`src/hw/rtl/isd_pkg.sv`:
```
// isd_pkg: shared widths, constants, codes and types of the IMU step detector.
// Used by isd_ctrl, isd_dp and imu_step_detector; depends on nothing.
package isd_pkg;

    localparam int SAMPLE_BITS     = 16;
    localparam int EXTRA_FRAC_BITS = 8;

    localparam int TIME_W    = 32;
    localparam int INTV_W    = 16;
    localparam int COEF_W    = 16;
    localparam int THR_CFG_W = 15;
    localparam int CFG_IDX_W = 3;
    localparam int CFG_W     = 16;

    localparam int Q_SHIFT   = 16;
    localparam int MAG_W     = SAMPLE_BITS + EXTRA_FRAC_BITS;
    localparam int SUM_W     = 2 * SAMPLE_BITS;
    localparam int REM_W     = MAG_W + 2;
    localparam int ALPHA_W   = Q_SHIFT + 1;
    localparam int DIV_STEPS = ALPHA_W;
    localparam int ITER_N    = (MAG_W > DIV_STEPS) ? MAG_W : DIV_STEPS;
    localparam int CNT_W     = $clog2(ITER_N + 1);
    localparam int SQ_OPS    = 7;
    localparam int DEN_W     = TIME_W + 1;
    localparam int NUM_W     = TIME_W + Q_SHIFT + 1;

    localparam int MUL_A_W   = (MAG_W > THR_CFG_W) ? MAG_W : THR_CFG_W;
    localparam int MUL_B_W   = (SAMPLE_BITS > ALPHA_W) ? SAMPLE_BITS : ALPHA_W;
    localparam int PROD_W    = MUL_A_W + MUL_B_W;
    localparam int GTHR_W    = 2 * THR_CFG_W;
    localparam int GCMP_W    = (SUM_W > GTHR_W) ? SUM_W : GTHR_W;
    localparam int FLOOR_W   = THR_CFG_W + EXTRA_FRAC_BITS;
    localparam int THR_W     = ((MAG_W > FLOOR_W) ? MAG_W : FLOOR_W) + 1;
    localparam int BIG_W     = THR_W + 4;

    localparam logic [TIME_W-1:0]  DEFAULT_DT  = TIME_W'(20);
    localparam logic [MUL_B_W-1:0] BASE_KEEP_W = MUL_B_W'(65208);
    localparam logic [MUL_B_W-1:0] BASE_NEW_W  = MUL_B_W'(328);
    localparam logic [MUL_B_W-1:0] ONE_Q16     = MUL_B_W'(65536);
    localparam logic [PROD_W:0]    HALF_Q16    = (PROD_W + 1)'(32768);

    localparam longint unsigned OFF_RAW =
        ((64'd32768 << EXTRA_FRAC_BITS) + 64'd50) / 64'd100;
    localparam logic [THR_W-1:0] OFFSET_008G = THR_W'(OFF_RAW);

    localparam logic [INTV_W-1:0]    MIN_INTV_RST = INTV_W'(300);
    localparam logic [COEF_W-1:0]    GRAV_TAU_RST = COEF_W'(500);
    localparam logic [COEF_W-1:0]    ENV_KEEP_RST = COEF_W'(13107);
    localparam logic [THR_CFG_W-1:0] BASE_THR_RST = THR_CFG_W'(819);
    localparam logic [THR_CFG_W-1:0] GYRO_THR_RST = THR_CFG_W'(400);

    localparam logic [MAG_W-1:0] GRAV_RST = MAG_W'(4096) << EXTRA_FRAC_BITS;
    localparam logic [MAG_W-1:0] BL_RST   = MAG_W'(BASE_THR_RST) << EXTRA_FRAC_BITS;

    localparam logic [CFG_IDX_W-1:0] CFG_MIN_INTV  = 3'd0;
    localparam logic [CFG_IDX_W-1:0] CFG_GRAV_TAU  = 3'd1;
    localparam logic [CFG_IDX_W-1:0] CFG_ENV_KEEP  = 3'd2;
    localparam logic [CFG_IDX_W-1:0] CFG_BASE_THR  = 3'd3;
    localparam logic [CFG_IDX_W-1:0] CFG_GYRO_THR  = 3'd4;

    // Multiplier operand select; the first seven follow the squaring order.
    typedef enum logic [3:0] {
        MS_AX, MS_AY, MS_AZ, MS_GX, MS_GY, MS_GZ, MS_GT,
        MS_GRAV, MS_EOLD, MS_ENEW, MS_BOLD, MS_BNEW, MS_NONE
    } t_msrc;

    typedef struct packed {
        logic [INTV_W-1:0]    min_intv;
        logic [COEF_W-1:0]    grav_tau;
        logic [COEF_W-1:0]    env_keep;
        logic [THR_CFG_W-1:0] base_thr;
        logic [THR_CFG_W-1:0] gyro_thr;
    } t_cfg;

    typedef struct packed {
        logic  capture;
        logic  mul_en;
        t_msrc mul_src;
        logic  iter_init;
        logic  root_step;
        logic  div_step;
        logic  thr_load;
        logic  decide;
        logic  out_load;
    } t_cmd;

    typedef struct packed {
        logic out_free;
    } t_sts;

    function automatic logic [SAMPLE_BITS-1:0] f_abs(input logic [SAMPLE_BITS-1:0] x);
        return x[SAMPLE_BITS-1] ? (~x + 1'b1) : x;
    endfunction

endpackage

```
`src/hw/rtl/isd_ctrl.sv`:
```
// isd_ctrl: sequencer of the step detector; walks one sample through the datapath.
// Depends on isd_pkg.
module isd_ctrl (
    input  logic          i_clk,
    input  logic          i_rst_n,
    input  logic          i_valid,
    output logic          o_ready,
    input  isd_pkg::t_sts i_sts,
    output isd_pkg::t_cmd o_cmd
);

    typedef enum logic [12:0] {
        S_IDLE  = 13'b0000000000001,
        S_SQ    = 13'b0000000000010,
        S_SQW   = 13'b0000000000100,
        S_ITER  = 13'b0000000001000,
        S_GMUL  = 13'b0000000010000,
        S_EOLD  = 13'b0000000100000,
        S_ENEW  = 13'b0000001000000,
        S_BOLD  = 13'b0000010000000,
        S_BNEW  = 13'b0000100000000,
        S_BWAIT = 13'b0001000000000,
        S_THR   = 13'b0010000000000,
        S_DEC   = 13'b0100000000000,
        S_DONE  = 13'b1000000000000
    } t_state;

    t_state                    r_state, n_state;
    logic [isd_pkg::CNT_W-1:0] r_cnt, n_cnt;

    always_ff @(posedge i_clk) begin
        if (!i_rst_n) begin
            r_state <= S_IDLE;
            r_cnt   <= '0;
        end else begin
            r_state <= n_state;
            r_cnt   <= n_cnt;
        end
    end

    always_comb begin
        n_state = r_state;
        n_cnt   = r_cnt;
        o_ready = 1'b0;
        o_cmd   = '{mul_src: isd_pkg::MS_NONE, default: 1'b0};
        unique case (r_state)
            S_IDLE: begin
                o_ready = 1'b1;
                if (i_valid) begin
                    o_cmd.capture = 1'b1;
                    n_cnt         = '0;
                    n_state       = S_SQ;
                end
            end
            S_SQ: begin
                o_cmd.mul_en  = 1'b1;
                o_cmd.mul_src = isd_pkg::t_msrc'(r_cnt[3:0]);
                if (r_cnt == isd_pkg::CNT_W'(isd_pkg::SQ_OPS - 1)) begin
                    n_state = S_SQW;
                end else begin
                    n_cnt = r_cnt + 1'b1;
                end
            end
            S_SQW: begin
                o_cmd.iter_init = 1'b1;
                n_cnt           = '0;
                n_state         = S_ITER;
            end
            S_ITER: begin
                o_cmd.root_step = (r_cnt < isd_pkg::CNT_W'(isd_pkg::MAG_W));
                o_cmd.div_step  = (r_cnt < isd_pkg::CNT_W'(isd_pkg::DIV_STEPS));
                if (r_cnt == isd_pkg::CNT_W'(isd_pkg::ITER_N - 1)) begin
                    n_state = S_GMUL;
                end else begin
                    n_cnt = r_cnt + 1'b1;
                end
            end
            S_GMUL: begin
                o_cmd.mul_en  = 1'b1;
                o_cmd.mul_src = isd_pkg::MS_GRAV;
                n_state       = S_EOLD;
            end
            S_EOLD: begin
                o_cmd.mul_en  = 1'b1;
                o_cmd.mul_src = isd_pkg::MS_EOLD;
                n_state       = S_ENEW;
            end
            S_ENEW: begin
                o_cmd.mul_en  = 1'b1;
                o_cmd.mul_src = isd_pkg::MS_ENEW;
                n_state       = S_BOLD;
            end
            S_BOLD: begin
                o_cmd.mul_en  = 1'b1;
                o_cmd.mul_src = isd_pkg::MS_BOLD;
                n_state       = S_BNEW;
            end
            S_BNEW: begin
                o_cmd.mul_en  = 1'b1;
                o_cmd.mul_src = isd_pkg::MS_BNEW;
                n_state       = S_BWAIT;
            end
            S_BWAIT: begin
                n_state = S_THR;
            end
            S_THR: begin
                o_cmd.thr_load = 1'b1;
                n_state        = S_DEC;
            end
            S_DEC: begin
                o_cmd.decide = 1'b1;
                n_state      = S_DONE;
            end
            S_DONE: begin
                if (i_sts.out_free) begin
                    o_cmd.out_load = 1'b1;
                    n_state        = S_IDLE;
                end
            end
            default: begin
                n_state = S_IDLE;
            end
        endcase
    end

endmodule

```
`src/hw/rtl/isd_dp.sv`:
```
// isd_dp: datapath of the step detector: shared multiplier, square root, divider,
// filters, step decision and output register. Depends on isd_pkg.
module isd_dp (
    input  logic                                   i_clk,
    input  logic                                   i_rst_n,
    input  isd_pkg::t_cmd                          i_cmd,
    output isd_pkg::t_sts                          o_sts,
    input  isd_pkg::t_cfg                          i_cfg,
    input  logic signed [isd_pkg::SAMPLE_BITS-1:0] i_accel_x,
    input  logic signed [isd_pkg::SAMPLE_BITS-1:0] i_accel_y,
    input  logic signed [isd_pkg::SAMPLE_BITS-1:0] i_accel_z,
    input  logic signed [isd_pkg::SAMPLE_BITS-1:0] i_gyro_x,
    input  logic signed [isd_pkg::SAMPLE_BITS-1:0] i_gyro_y,
    input  logic signed [isd_pkg::SAMPLE_BITS-1:0] i_gyro_z,
    input  logic [isd_pkg::TIME_W-1:0]             i_sample_time_ms,
    input  logic                                   i_ready,
    output logic                                   o_valid,
    output logic                                   o_step_detected,
    output logic [isd_pkg::TIME_W-1:0]             o_step_total
);

    localparam int S  = isd_pkg::SAMPLE_BITS;
    localparam int MW = isd_pkg::MAG_W;
    localparam int PW = isd_pkg::PROD_W;

    // sample capture
    logic [S-1:0]                    r_abs [6];
    logic [isd_pkg::TIME_W-1:0]      r_now, r_prev, r_last, r_dt, r_tally;
    logic                            r_prev_valid;
    logic [isd_pkg::TIME_W-1:0]      w_dt;

    // multiplier
    logic [isd_pkg::MUL_A_W-1:0]     w_ma;
    logic [isd_pkg::MUL_B_W-1:0]     w_mb;
    logic [PW-1:0]                   r_prod;
    isd_pkg::t_msrc                  r_psrc;

    // accumulators and filter state
    logic [isd_pkg::SUM_W-1:0]       r_asum, r_gsum;
    logic [isd_pkg::GTHR_W-1:0]      r_gthr;
    logic [MW-1:0]                   r_grav, r_env, r_bl;
    logic [PW-1:0]                   r_eacc, r_bacc;
    logic                            r_dneg;
    logic [MW-1:0]                   w_dabs, w_hp, w_dec;
    logic [PW:0]                     w_rnd;

    // square root
    logic [isd_pkg::SUM_W-1:0]       r_rs;
    logic [isd_pkg::REM_W-1:0]       r_rrem, w_rtry, w_rtrial;
    logic [MW-1:0]                   r_root;

    // divider
    logic [isd_pkg::DEN_W-1:0]       r_drem, r_den, w_den;
    logic [isd_pkg::ALPHA_W-1:0]     r_dnum, r_alpha;
    logic [isd_pkg::NUM_W-1:0]       w_num;
    logic [isd_pkg::DEN_W:0]         w_dtry;

    // decision
    logic [isd_pkg::THR_W-1:0]       r_thr, w_floor, w_boff;
    logic                            w_step, r_step;
    logic                            r_o_valid, r_o_step;
    logic [isd_pkg::TIME_W-1:0]      r_o_total;

    assign w_dt = (r_prev_valid && i_sample_time_ms > r_prev) ?
                  i_sample_time_ms - r_prev : isd_pkg::DEFAULT_DT;

    always_ff @(posedge i_clk) begin
        if (i_cmd.capture) begin
            r_abs[0] <= isd_pkg::f_abs(i_accel_x);
            r_abs[1] <= isd_pkg::f_abs(i_accel_y);
            r_abs[2] <= isd_pkg::f_abs(i_accel_z);
            r_abs[3] <= isd_pkg::f_abs(i_gyro_x);
            r_abs[4] <= isd_pkg::f_abs(i_gyro_y);
            r_abs[5] <= isd_pkg::f_abs(i_gyro_z);
            r_now    <= i_sample_time_ms;
            r_dt     <= w_dt;
        end
    end

    always_ff @(posedge i_clk) begin
        if (!i_rst_n) begin
            r_prev       <= '0;
            r_prev_valid <= 1'b0;
        end else if (i_cmd.capture) begin
            r_prev       <= i_sample_time_ms;
            r_prev_valid <= 1'b1;
        end
    end

    // gravity error and high-passed magnitude, taken from the root result
    assign w_dabs = (r_root < r_grav) ? r_grav - r_root : r_root - r_grav;
    assign w_hp   = (r_root > r_grav) ? r_root - r_grav : '0;

    always_comb begin
        w_ma = '0;
        w_mb = '0;
        unique case (i_cmd.mul_src)
            isd_pkg::MS_AX, isd_pkg::MS_AY, isd_pkg::MS_AZ,
            isd_pkg::MS_GX, isd_pkg::MS_GY, isd_pkg::MS_GZ: begin
                w_ma = isd_pkg::MUL_A_W'(r_abs[i_cmd.mul_src[2:0]]);
                w_mb = isd_pkg::MUL_B_W'(r_abs[i_cmd.mul_src[2:0]]);
            end
            isd_pkg::MS_GT: begin
                w_ma = isd_pkg::MUL_A_W'(i_cfg.gyro_thr);
                w_mb = isd_pkg::MUL_B_W'(i_cfg.gyro_thr);
            end
            isd_pkg::MS_GRAV: begin
                w_ma = isd_pkg::MUL_A_W'(w_dabs);
                w_mb = isd_pkg::MUL_B_W'(r_alpha);
            end
            isd_pkg::MS_EOLD: begin
                w_ma = isd_pkg::MUL_A_W'(r_env);
                w_mb = isd_pkg::MUL_B_W'(i_cfg.env_keep);
            end
            isd_pkg::MS_ENEW: begin
                w_ma = isd_pkg::MUL_A_W'(w_hp);
                w_mb = isd_pkg::ONE_Q16 - isd_pkg::MUL_B_W'(i_cfg.env_keep);
            end
            isd_pkg::MS_BOLD: begin
                w_ma = isd_pkg::MUL_A_W'(r_bl);
                w_mb = isd_pkg::BASE_KEEP_W;
            end
            isd_pkg::MS_BNEW: begin
                w_ma = isd_pkg::MUL_A_W'(r_env);
                w_mb = isd_pkg::BASE_NEW_W;
            end
            default: begin
                w_ma = '0;
                w_mb = '0;
            end
        endcase
    end

    always_ff @(posedge i_clk) begin
        r_prod <= PW'(w_ma) * PW'(w_mb);
        if (i_cmd.mul_src == isd_pkg::MS_GRAV) begin
            r_dneg <= (r_root < r_grav);
        end
    end

    always_ff @(posedge i_clk) begin
        if (!i_rst_n) begin
            r_psrc <= isd_pkg::MS_NONE;
        end else begin
            r_psrc <= i_cmd.mul_en ? i_cmd.mul_src : isd_pkg::MS_NONE;
        end
    end

    // rounded Q16 product of the gravity step
    assign w_rnd = {1'b0, r_prod} + isd_pkg::HALF_Q16;
    assign w_dec = MW'(w_rnd >> isd_pkg::Q_SHIFT);

    // route each registered product to its consumer in the cycle after issue
    always_ff @(posedge i_clk) begin
        if (i_cmd.capture) begin
            r_asum <= '0;
            r_gsum <= '0;
        end else begin
            unique case (r_psrc)
                isd_pkg::MS_AX, isd_pkg::MS_AY, isd_pkg::MS_AZ: begin
                    r_asum <= r_asum + isd_pkg::SUM_W'(r_prod);
                end
                isd_pkg::MS_GX, isd_pkg::MS_GY, isd_pkg::MS_GZ: begin
                    r_gsum <= r_gsum + isd_pkg::SUM_W'(r_prod);
                end
                isd_pkg::MS_GT: begin
                    r_gthr <= isd_pkg::GTHR_W'(r_prod);
                end
                isd_pkg::MS_EOLD: begin
                    r_eacc <= r_prod;
                end
                isd_pkg::MS_BOLD: begin
                    r_bacc <= r_prod;
                end
                default: begin
                end
            endcase
        end
    end

    always_ff @(posedge i_clk) begin
        if (!i_rst_n) begin
            r_grav <= isd_pkg::GRAV_RST;
            r_env  <= '0;
            r_bl   <= isd_pkg::BL_RST;
        end else begin
            unique case (r_psrc)
                isd_pkg::MS_GRAV: begin
                    if (!r_dneg) begin
                        r_grav <= r_grav + w_dec;
                    end else begin
                        r_grav <= (w_dec >= r_grav) ? '0 : r_grav - w_dec;
                    end
                end
                isd_pkg::MS_ENEW: begin
                    r_env <= MW'(({1'b0, r_eacc} + {1'b0, r_prod} + isd_pkg::HALF_Q16)
                                 >> isd_pkg::Q_SHIFT);
                end
                isd_pkg::MS_BNEW: begin
                    r_bl <= MW'(({1'b0, r_bacc} + {1'b0, r_prod} + isd_pkg::HALF_Q16)
                                >> isd_pkg::Q_SHIFT);
                end
                default: begin
                end
            endcase
        end
    end

    // digit-by-digit square root of the accel sum, one result bit a cycle
    assign w_rtry   = {r_rrem[isd_pkg::REM_W-3:0], r_rs[isd_pkg::SUM_W-1 -: 2]};
    assign w_rtrial = {r_root, 2'b01};

    // alpha = round(dt * 2^16 / (tau + dt)), one quotient bit a cycle
    assign w_den  = isd_pkg::DEN_W'(i_cfg.grav_tau) + isd_pkg::DEN_W'(r_dt);
    assign w_num  = (isd_pkg::NUM_W'(r_dt) << isd_pkg::Q_SHIFT)
                  + isd_pkg::NUM_W'(w_den >> 1);
    assign w_dtry = {r_drem, r_dnum[isd_pkg::ALPHA_W-1]};

    always_ff @(posedge i_clk) begin
        if (i_cmd.iter_init) begin
            r_rs   <= r_asum;
            r_rrem <= '0;
            r_root <= '0;
            r_den  <= w_den;
            r_drem <= isd_pkg::DEN_W'(w_num >> isd_pkg::ALPHA_W);
            r_dnum <= w_num[isd_pkg::ALPHA_W-1:0];
        end else begin
            if (i_cmd.root_step) begin
                r_rs <= r_rs << 2;
                if (w_rtry >= w_rtrial) begin
                    r_rrem <= w_rtry - w_rtrial;
                    r_root <= {r_root[MW-2:0], 1'b1};
                end else begin
                    r_rrem <= w_rtry;
                    r_root <= {r_root[MW-2:0], 1'b0};
                end
            end
            if (i_cmd.div_step) begin
                r_dnum <= r_dnum << 1;
                if (w_dtry >= {1'b0, r_den}) begin
                    r_drem  <= isd_pkg::DEN_W'(w_dtry - {1'b0, r_den});
                    r_alpha <= {r_alpha[isd_pkg::ALPHA_W-2:0], 1'b1};
                end else begin
                    r_drem  <= isd_pkg::DEN_W'(w_dtry);
                    r_alpha <= {r_alpha[isd_pkg::ALPHA_W-2:0], 1'b0};
                end
            end
        end
    end

    // detection threshold: max(floor, baseline + 0.08 g)
    assign w_floor = isd_pkg::THR_W'(i_cfg.base_thr) << isd_pkg::EXTRA_FRAC_BITS;
    assign w_boff  = isd_pkg::THR_W'(r_bl) + isd_pkg::OFFSET_008G;

    always_ff @(posedge i_clk) begin
        if (i_cmd.thr_load) begin
            r_thr <= (w_floor > w_boff) ? w_floor : w_boff;
        end
    end

    assign w_step = (isd_pkg::THR_W'(r_env) > r_thr)
                 && ((r_now - r_last) > isd_pkg::TIME_W'(i_cfg.min_intv))
                 && ((isd_pkg::GCMP_W'(r_gsum) > isd_pkg::GCMP_W'(r_gthr))
                  || (((isd_pkg::BIG_W'(r_env) << 2) + isd_pkg::BIG_W'(r_env))
                      > (isd_pkg::BIG_W'(r_thr) << 3)));

    always_ff @(posedge i_clk) begin
        if (i_cmd.decide) begin
            r_step <= w_step;
        end
    end

    always_ff @(posedge i_clk) begin
        if (!i_rst_n) begin
            r_tally <= '0;
            r_last  <= '0;
        end else if (i_cmd.decide && w_step) begin
            r_tally <= r_tally + 1'b1;
            r_last  <= r_now;
        end
    end

    // output register
    always_ff @(posedge i_clk) begin
        if (!i_rst_n) begin
            r_o_valid <= 1'b0;
        end else if (i_cmd.out_load) begin
            r_o_valid <= 1'b1;
        end else if (i_ready) begin
            r_o_valid <= 1'b0;
        end
    end

    always_ff @(posedge i_clk) begin
        if (i_cmd.out_load) begin
            r_o_step  <= r_step;
            r_o_total <= r_tally;
        end
    end

    assign o_sts.out_free  = !r_o_valid || i_ready;
    assign o_valid         = r_o_valid;
    assign o_step_detected = r_o_step;
    assign o_step_total    = r_o_total;

endmodule

```
`src/hw/rtl/imu_step_detector.sv`:
```
// imu_step_detector: top level of the step counter; holds the register file and
// joins the sequencer isd_ctrl to the datapath isd_dp. Depends on isd_pkg.
//
// Step counter on timestamped IMU samples. Write the five registers through
// the plain write port while the block is idle; indexes five to seven are
// ignored. Each accepted word yields exactly one result word: step_detected
// and the running step_total, which wraps at 32 bits and clears only on reset.
// One sample is worked on at a time: the input side opens again in the cycle
// after the result is handed to the output register. The time per sample is
// set by the digit-by-digit square root of the acceleration magnitude (one
// root bit a cycle, with the gravity weight divider running beside it) plus
// the single shared multiplier, which takes the seven squares and the five
// filter products in turn. A finished result waits in the output register
// while the next sample is already accepted and computed; it stalls only if
// that one is done too.
module imu_step_detector (
    input  logic                                   i_clk,
    input  logic                                   i_rst_n,
    input  logic                                   i_cfg_we,
    input  logic [isd_pkg::CFG_IDX_W-1:0]          i_cfg_addr,
    input  logic [isd_pkg::CFG_W-1:0]              i_cfg_data,
    input  logic                                   i_valid,
    output logic                                   o_ready,
    input  logic signed [isd_pkg::SAMPLE_BITS-1:0] i_accel_x,
    input  logic signed [isd_pkg::SAMPLE_BITS-1:0] i_accel_y,
    input  logic signed [isd_pkg::SAMPLE_BITS-1:0] i_accel_z,
    input  logic signed [isd_pkg::SAMPLE_BITS-1:0] i_gyro_x,
    input  logic signed [isd_pkg::SAMPLE_BITS-1:0] i_gyro_y,
    input  logic signed [isd_pkg::SAMPLE_BITS-1:0] i_gyro_z,
    input  logic [isd_pkg::TIME_W-1:0]             i_sample_time_ms,
    output logic                                   o_valid,
    input  logic                                   i_ready,
    output logic                                   o_step_detected,
    output logic [isd_pkg::TIME_W-1:0]             o_step_total
);

    isd_pkg::t_cfg r_cfg;
    isd_pkg::t_cmd w_cmd;
    isd_pkg::t_sts w_sts;

    // Register file: latch a write at once; unknown indexes drop silently.
    always_ff @(posedge i_clk) begin
        if (!i_rst_n) begin
            r_cfg.min_intv <= isd_pkg::MIN_INTV_RST;
            r_cfg.grav_tau <= isd_pkg::GRAV_TAU_RST;
            r_cfg.env_keep <= isd_pkg::ENV_KEEP_RST;
            r_cfg.base_thr <= isd_pkg::BASE_THR_RST;
            r_cfg.gyro_thr <= isd_pkg::GYRO_THR_RST;
        end else if (i_cfg_we) begin
            unique case (i_cfg_addr)
                isd_pkg::CFG_MIN_INTV: r_cfg.min_intv <= i_cfg_data;
                isd_pkg::CFG_GRAV_TAU: r_cfg.grav_tau <= i_cfg_data;
                isd_pkg::CFG_ENV_KEEP: r_cfg.env_keep <= i_cfg_data;
                isd_pkg::CFG_BASE_THR: begin
                    r_cfg.base_thr <= i_cfg_data[isd_pkg::THR_CFG_W-1:0];
                end
                isd_pkg::CFG_GYRO_THR: begin
                    r_cfg.gyro_thr <= i_cfg_data[isd_pkg::THR_CFG_W-1:0];
                end
                default: begin
                end
            endcase
        end
    end

    // Sequencer: accept a word when idle, then step the datapath through it.
    isd_ctrl u_ctrl (
        .i_clk   (i_clk),
        .i_rst_n (i_rst_n),
        .i_valid (i_valid),
        .o_ready (o_ready),
        .i_sts   (w_sts),
        .o_cmd   (w_cmd)
    );

    // Datapath: arithmetic, filter state, step tally and output register.
    isd_dp u_dp (
        .i_clk            (i_clk),
        .i_rst_n          (i_rst_n),
        .i_cmd            (w_cmd),
        .o_sts            (w_sts),
        .i_cfg            (r_cfg),
        .i_accel_x        (i_accel_x),
        .i_accel_y        (i_accel_y),
        .i_accel_z        (i_accel_z),
        .i_gyro_x         (i_gyro_x),
        .i_gyro_y         (i_gyro_y),
        .i_gyro_z         (i_gyro_z),
        .i_sample_time_ms (i_sample_time_ms),
        .i_ready          (i_ready),
        .o_valid          (o_valid),
        .o_step_detected  (o_step_detected),
        .o_step_total     (o_step_total)
    );

    // An accepted word keeps the input side closed on the next cycle.
    a_busy_after_accept: assert property (@(posedge i_clk) disable iff (!i_rst_n)
        (i_valid && o_ready) |=> !o_ready)
        else $error("input accepted while a sample is in work");

    // A new result never overwrites one that is still waiting.
    a_no_overwrite: assert property (@(posedge i_clk) disable iff (!i_rst_n)
        w_cmd.out_load |-> w_sts.out_free)
        else $error("result loaded over a pending word");

    // Output valid rises only from a result load.
    a_valid_from_load: assert property (@(posedge i_clk) disable iff (!i_rst_n)
        $rose(o_valid) |-> $past(w_cmd.out_load))
        else $error("output valid without a result load");

endmodule

```
`config.mk`:
```
export PLATFORM = sky130hd
export DESIGN_NAME = imu_step_detector
export DESIGN_NICKNAME = d
export VERILOG_FILES = /design/src/hw/rtl/isd_pkg.sv /design/src/hw/rtl/isd_ctrl.sv /design/src/hw/rtl/isd_dp.sv /design/src/hw/rtl/imu_step_detector.sv
export SDC_FILE = /design/constraint.sdc
export NUM_CORES = 2
export LEC_CHECK = 0
export BUFFER_PORTS_ARGS = -buffer_cell sky130_fd_sc_hd__buf_2
export CORE_MARGIN = 5
export CORE_UTILIZATION = 50
export DETAILED_ROUTE_END_ITERATION = 16
export GPL_ROUTABILITY_DRIVEN = 0
export HOLD_SLACK_MARGIN = 0.08
export PLACE_DENSITY = 0.78
export SLEW_MARGIN = 20
export SYNTH_ARGS = -nofsm -noshare
export SYNTH_HDL_FRONTEND = slang
export SYNTH_HIERARCHICAL = 1
export SYNTH_SLANG_ARGS = --single-unit
```
`constraint.sdc`:
```
create_clock -name i_clk -period 30.8 [get_ports i_clk]
set_clock_uncertainty 0.1 [all_clocks]
set_input_delay 6.16 -clock i_clk [delete_from_list [all_inputs] [get_ports i_clk]]
set_output_delay 6.16 -clock i_clk [all_outputs]
set_load 0.05 [all_outputs]
```
==> results.cfg <==
[run_status]
status = completed

[clock_tree]
post_cts_resized = 0
cts_setup_buffers = 0
cts_made_buffers = 99
cts_buffer_depth = 3
htreeDepth = 3
clock_latency_ns = 0.74
cts.sinks = 884
cts_tree = done
cts-root-buf = clkbuf_16
postCtsHoldBufs = 0
cts.clk_slew.worst_paths_ns = 0.06

[power]
internal_power_mw = 2.137
switchingPower_uw = 794.1
power.leakage_nw = 33.17
ir_drop_uv = 55.78
switching_share_pct = 27.10
powerDensity_mw_per_mm2 = 37.91
seq_power_share_pct = 44.4
finalPower_mw = 2.931
comb_power_share_pct = 14.2
clkPwrFrac_pct = 41.4

[finish]
final_cell_mix = 803 x inv_1, 792 x nand2_1, 715 x ha_1
layout_commonest_cell = inv_1
n_fill_cell = 12050
layout.nets = 8955
regArea_sq_mm = 0.02231
fin_area_sq_mm = 0.07732
drive_gt1_share_pct = 7.570
multiInputGateArea_sq_mm = 0.04464
fin_cells = 9733
post-route-util_pct = 54.68
area_delta_synth_final_pct = 8.840

[synth]
async_flop_share_pct = 0
syn_inst = 7650
ys_ff_latch = 884
synth_fp_nets = 8857
synth_area_per_cell_sq_um = 9.286
synth_area_sq_mm = 0.07104
synth_edf_count = 461
ys_types = 110
ys_seq_area_share_pct = 31.41
ys.flop_type = edfxtp_1
synth_warnings = 6

[setup_path]
cp_max_fo = 36
crit_top_cell = fa_1
start_kind = flop
end_kind = flop
slowest_delay_ns = 0.93
worstSetupPathType = reg -> reg
slowest_stage = o21ai_2
worstPathRequired_ns = 31.27
arrival_ns = 13.10

[timing]
drv_slew = 0
period_needed_ns = 12.64
hold_slack_ns = 0.3576
timing.final.hold_violations = 0
tightest_slew_ns = 1.178
rsz0062_at_grt = no
slew_headroom_pct = 21.49
fmaxAchievable_mhz = 79.14
finalSetupViolCount = 0
fin_setup_tns_ns = 0
setup_slack_ns = 18.16
post-route-period-util_pct = 41.02

[place]
placedCellCount = 9537
io_buffers = 186
dp_slack_ns = 18.57
dp_hpwl_microns = 153000
postPlaceCellArea_sq_mm = 0.07394

[drt]
post_drt_wl_per_cell_microns = 20.88
num_vias = 59160
via_per_inst = 6.078
first_iter_violations = 5861
drc = 0
wl_microns = 203200
firstDrtPassIters = 6
ant_nets = 0

[floorplanning]
start_util_pct = 50.24
fp.dieH_microns = 386.9
boundaryPins = 187
die_area_sq_mm = 0.1497
rows = 138
coreArea_sq_mm = 0.1414
die_w_microns = 386.9

[global_route]
grt_max_degree = 137
grt_overflow = 0
grt_pass1_wl_microns = 318300
grt_use_total_pct = 26.20
antenna_found_initial = 9
grt_pass1_vias = 58450

[run]
cap_viol_max_count = 0

[hold_path]
hp-class = reg -> reg
==> worst max-delay path: cells and delay by family (launching register included) <==
kind / cells / cell delay, ns
XOR/XNOR: 1 / 0.15
AO/OA/AOI/OAI: 12 / 4.05
adder cells (fa/ha/maj): 7 / 3.51
flip-flops: 1 / 0.39
buffers and inverters: 5 / 0.26
AND/OR/NAND/NOR: 11 / 3.96
==> cells by family after synthesis <==
family	after synthesis	synth area share [%]
AND/OR/NAND/NOR	2222	15.10
adder cells (fa/ha/maj)	1055	22.17
XOR/XNOR	448	5.523
AO/OA/AOI/OAI	1650	15.16
flip-flops	884	31.41
multiplexers	309	4.729
buffers and inverters	1082	5.911
==> registers in the layout (all words and copies together) (netlist names), 33 cells and up <==
| name | count |
|---|---|
| u_dp/r_prod | 40 |
| u_dp/r_bacc | 40 |
| u_dp/r_drem | 33 |
| u_dp/r_eacc | 40 |
| u_dp/r_abs | 96 |
| r_cfg | 78 |
| u_dp/r_den | 33 |
==> final cells by class <==
class | count | share of cell area [%]
Clock buffer | 140 | 3.670
Antenna cell | 9 | 0.02913
Inverter | 807 | 3.921
Sequential cell | 884 | 28.86
Multi-Input combinational cell | 5684 | 57.74
Timing Repair Buffer | 272 | 2.058
Clock inverter | 47 | 0.6716
Tap cell | 1890 | 3.058
==> layer usage <==
metal | track usage [%] | vias to the layer above | routed length [microns]
met3 | 5.499 | 765 | 17980
met4 | 14.97 | 4 | 13640
li1 | - | 27040 | -
met5 | 0.1595 | - | 23
met1 | 31.53 | 28530 | 77220
met2 | 43.66 | 2824 | 94380
==> power groups by stage <==
stage | clock, mW | sequential, mW | combinational [mW]
floorplan | 0 | 1.32 | 0.295
global placement | 0 | 1.32 | 0.393
detailed placement | 0 | 1.33 | 0.405
CTS | 1.23 | 1.30 | 0.409
global route | 1.28 | 1.30 | 0.450
finish | 1.21 | 1.30 | 0.416
==> Yosys cell counts, types with 65 or more instances <==
| library cell | instances | area, sq um |
|---|---|---|
| o21ai_0 | 296 | 1481 |
| dfxtp_1 | 423 | 8468 |
| nor2b_1 | 113 | 706.9 |
| nand2b_1 | 97 | 606.8 |
| a21oi_1 | 487 | 2437 |
| inv_1 | 804 | 3018 |
| mux2i_1 | 242 | 2422 |
| nand4_1 | 75 | 469.2 |
| nand3_1 | 130 | 650.6 |
| edfxtp_1 | 461 | 13840 |
| nor2_1 | 500 | 1877 |
| clkbuf_1 | 196 | 735.7 |
| a21o_1 | 188 | 1411 |
| a211oi_1 | 103 | 773.2 |
| nand2_1 | 792 | 2973 |
| xnor2_1 | 315 | 2759 |
| xor2_1 | 133 | 1165 |
| fa_1 | 340 | 6807 |
| and2_1 | 100 | 625.6 |
| o21a_1 | 65 | 488.0 |
| nor3_1 | 110 | 550.5 |
| ha_1 | 715 | 8946 |
==> worst paths after layout <==
check	start	to	slack, ns	cells after the start
setup reg to reg	u_ctrl/r_state[0]	u_dp/r_prod[39]	18.16	36
hold / removal	r_cfg[3]	r_cfg[3]	0.36	2
setup / recovery	u_ctrl/r_state[0]	u_dp/r_prod[39]	18.16	36
hold reg to reg	r_cfg[3]	r_cfg[3]	0.36	2
Note: power is estimated with default switching activity, not from simulation.
